$ cat src/sv/mse_pkg.sv
// mse_pkg: payload structs, controller states and the command/status
// structs shared by the merge sort engine modules. No dependencies.
package mse_pkg;

	localparam int DATA_W = 32;

	typedef struct packed {
		logic signed [DATA_W-1:0] value;
		logic                     final_item;
	} item_t;

	typedef struct packed {
		logic signed [DATA_W-1:0] sorted_value;
		logic                     final_result;
	} result_t;

	typedef enum logic [1:0] {
		ST_LOAD,
		ST_PASS_INIT,
		ST_MERGE,
		ST_EMIT
	} state_t;

	typedef struct packed {
		logic load;
		logic pass_init;
		logic merge_step;
		logic emit_step;
	} cmd_t;

	typedef struct packed {
		logic set_end;
		logic sort_done;
		logic run_last;
		logic pass_last;
		logic out_free;
		logic emit_last;
	} status_t;

endpackage

$ cat src/sv/mse_ctrl.sv
// mse_ctrl: sequencer for load, merge passes and emit.
// Depends on mse_pkg; drives the command struct to mse_dp.
module mse_ctrl (
	input  logic             clk,
	input  logic             arst_n,
	input  logic             item_valid,
	output logic             item_ready,
	input  mse_pkg::status_t status,
	output mse_pkg::cmd_t    cmd
);
	import mse_pkg::*;

	state_t state_q, state_d;

	always_ff @(posedge clk or negedge arst_n) begin
		if (!arst_n) begin
			state_q <= ST_LOAD;
		end else begin
			state_q <= state_d;
		end
	end

	always_comb begin
		state_d = state_q;
		case (state_q)
			ST_LOAD: begin
				if (item_valid && status.set_end) begin
					state_d = ST_PASS_INIT;
				end
			end
			ST_PASS_INIT: begin
				state_d = status.sort_done ? ST_EMIT : ST_MERGE;
			end
			ST_MERGE: begin
				if (status.run_last && status.pass_last) begin
					state_d = ST_PASS_INIT;
				end
			end
			ST_EMIT: begin
				if (status.out_free && status.emit_last) begin
					state_d = ST_LOAD;
				end
			end
			default: begin
				state_d = ST_LOAD;
			end
		endcase
	end

	always_comb begin
		cmd        = '0;
		item_ready = 1'b0;
		case (state_q)
			ST_LOAD: begin
				item_ready = 1'b1;
				cmd.load   = item_valid;
			end
			ST_PASS_INIT: begin
				cmd.pass_init = 1'b1;
			end
			ST_MERGE: begin
				cmd.merge_step = 1'b1;
			end
			ST_EMIT: begin
				cmd.emit_step = status.out_free;
			end
			default: begin
				cmd = '0;
			end
		endcase
	end

endmodule

$ cat config.mk
export PLATFORM = sky130hd
export DESIGN_NAME = mse_ctrl
export DESIGN_NICKNAME = d
export VERILOG_FILES = /design/src/sv/mse_pkg.sv /design/src/sv/mse_ctrl.sv
export SDC_FILE = /design/constraint.sdc
export NUM_CORES = 1
export LEC_CHECK = 0
export BUFFER_PORTS_ARGS = -buffer_cell sky130_fd_sc_hd__buf_4
export CAP_MARGIN = 25
export CORE_AREA = 4 4 41 43
export CTS_CLUSTER_SIZE = 10
export DETAILED_ROUTE_END_ITERATION = 12
export DIE_AREA = 0 0 45 47
export GPL_ROUTABILITY_DRIVEN = 0
export SLEW_MARGIN = 20
export SYNTH_ARGS = -nofsm -noshare
export SYNTH_HDL_FRONTEND = slang
export SYNTH_SLANG_ARGS = --single-unit
export TNS_END_PERCENT = 50
$ cat constraint.sdc
create_clock -name clk -period 1.9 [get_ports clk]
set_clock_uncertainty 0.05 [all_clocks]
set_input_delay 0.095 -clock clk [delete_from_list [all_inputs] [get_ports clk]]
set_output_delay 0.095 -clock clk [all_outputs]
set_load 0.1 [all_outputs]
==> flow_metrics.py <==
metrics = {
    "route": {
        "drtPass1Iterations": 4,
        "wl_um": 388,
        "wire_per_inst_um": 8.43,
        "viasPerCell": 3.46,
        "ant_nets": 0,
        "dr.first_iter.drc_count": 2,
        "via_count": 159,
        "post-route-drc-count": 0,
    },
    "clock_tree": {
        "cts_buffer_depth": 2,
        "path_clk_slew_ns": 0.03,
        "cts_tree": "built",
        "numCtsBuffers": 3,
        "clock_sinks": 2,
        "clk_latency_ns": 0.22,
        "h-tree-depth": 1,
        "cts_resized": 0,
        "cts-root-buf": "clkbuf_4",
    },
    "yosys": {
        "syn_inst": 15,
        "yosysSeqAreaShare": 0.364,
        "synthAdderAreaFrac": 0,
        "syn_area_per_cell_sq_um": 9.18,
        "synthesis.nets": 24,
        "synth_top_area_cell": "dfrtp_1",
        "synth_cell_types": 11,
        "postSynth.asyncResetShare": 1.00,
        "synth_compound_area_frac": 0.118,
        "synth_area_sq_um": 138,
        "synth_xor_area_frac": 0,
        "synth-main-ff-cell": "dfrtp_1",
        "yosysMostFrequentCell": "nand3_1",
        "yosys-top-cells-area": "dfrtp_1 (36%), nand3_1 (15%), nor2b_4 (10%)",
        "yosys.area.top_type_share": 0.364,
        "yosys-top-cells-count": "nand3_1 (4), dfrtp_1 (2)",
        "yosys_warnings": 0,
        "synth-edff-count": 0,
        "synth_top_family_by_area": "simple AND/OR/NAND/NOR gates",
        "yosys.area_share.simple": 0.464,
        "ys_ff_latch": 2,
        "synth.mux.area_fraction": 0,
    },
    "worst_setup_path": {
        "start_kind": "flip-flop",
        "worst_setup_path_end_kind": "output pin",
        "cp_data_required_time_ns": 1.75,
        "rr_startpoint": "state_q[1]",
        "regToRegEndpoint": "state_q[1]",
        "reg2reg_depth": 2,
        "cp_max_fo": 6,
        "cp_data_arrival_time_ns": 1.24,
        "crit_type": "flip-flop to output pin",
        "regToRegSetupSlack_ns": 0.92,
    },
    "timing": {
        "fin_crit_ns": 1.39,
        "hold_ws_ns": 0.0667,
        "setup_viol_count_final": 0,
        "relSlewSlack": 0.821,
        "worst_pin_slew_ns": 0.269,
        "tns_ns": 0,
        "maxSlewViolCount": 0,
        "fin_crit_sh": 0.729,
        "finalHoldViolCount": 0,
        "fmaxAchievable_ghz": 0.722,
        "rsz0062_at_grt": "no",
    },
    "cells_and_area": {
        "syn_to_final_growth_pct": 109,
        "nets": 42,
        "nFillCells": 150,
        "top_regs": "state_q (2)",
        "drive_gt1_frac": 0.677,
        "regMostFlops": "state_q",
        "num_antenna_cells": 0,
        "largest_register_ffs": 2,
    },
    "global_routing": {
        "grt_pass1_vias": 173,
        "grt_pass1_wl_um": 579,
        "overflow": 0,
        "grtUsageTotal": 0.0379,
        "antenna_found_initial": 0,
        "grt_max_degree": 7,
    },
    "floorplanning": {
        "die_height_um": 47,
        "dieArea_sq_mm": 0.00212,
        "initial_core_util": 0.106,
        "core-area_sq_mm": 0.00130,
        "row_count": 13,
        "ioPinCount": 14,
        "die_w_um": 45,
    },
    "worst_hold_path": {
        "hold_depth": 3,
        "hold_path_class": "input pin to flip-flop",
        "min_from": "status[5]",
        "hold_path_end": "state_q[0]",
    },
    "run_status": {
        "run_status": "finished clean",
    },
    "flow_run": {
        "cap_violations": 0,
    },
    "placement": {
        "io_buffers": 13,
    },
}
[per-stage QoR]
| step | util | instances | setup WS [ns] | instance area (sq um) |
|---|---|---|---|---|
| after floorplan | - | 15 | 0.186 | 146 |
| after global placement | 0.196 | 42 | 0.748 | 255 |
| after detailed placement | 0.196 | 42 | 0.729 | 255 |
| after CTS | 0.221 | 46 | 0.499 | 288 |
| after global routing | 0.221 | 46 | 0.470 | 288 |
| final | 0.221 | 46 | 0.514 | 288 |
[metal layers]
metal,wire length [um],part of all wire,GRT usage
met2,180,0.46,0.0593
met3,52,0.13,0.00383
met1,155,0.40,0.0455
met5,0,0,0
met4,0,0,0.0351
[cell type report]
cell class | instances | area [sq um] | area share
Clock buffer | 3 | 22.5 | 0.0783
Sequential cell | 2 | 50.0 | 0.174
Multi-Input combinational cell | 12 | 88.8 | 0.309
Timing Repair Buffer | 14 | 108 | 0.374
Tap cell | 15 | 18.8 | 0.0652
[timing repair]
item | CTS | global route
hold buffers | 1 | 0
endpoints found under the hold margin | 2 | 0
buffers inserted | 0 | 0
endpoints found under the setup margin | 0 | 0
[kinds of logic (layout without fill, tap and decap cells)]
kind of cell / count (synthesis) / after routing
simple gates: 10 / 10
buf+inv: 1 / 17
flops: 2 / 2
compound gates: 2 / 2
[critical path, stage by stage, from the launching register on]
cell and delay (ns):
dfrtp_1 0.46, nor2_4 0.15, and2_2 0.14, buf_4 0.28
[placed cells by master, fill, tap and decap left out]
| cell type | n |
|---|---|
| and2b_2 | 1 |
| nor2_4 | 1 |
| dlygate4sd3_1 | 1 |
| nor2b_4 | 1 |
| and2_2 | 1 |
| clkbuf_4 | 3 |
| a22o_1 | 1 |
| nand3_1 | 4 |
| dfrtp_1 | 2 |
| o211ai_1 | 1 |
| nand2_1 | 1 |
| buf_4 | 13 |
| and3_2 | 1 |
[worst max-delay path by stage]
stage / from / to / slack (ns) / cells past startpoint
2_1_floorplan: state_q[0] / cmd[3] / 0.19 / 2
5_1_grt: state_q[0] / cmd[3] / 0.47 / 3
6_report: state_q[0] / cmd[3] / 0.51 / 3
3_5_place_dp: state_q[0] / cmd[3] / 0.73 / 3
4_1_cts: state_q[0] / cmd[3] / 0.50 / 3
3_3_place_gp: state_q[0] / cmd[3] / 0.75 / 3
Power is left out: the tool's default activity adds up to more than one toggle a clock period on the data nets, which glitch-free logic cannot reach.
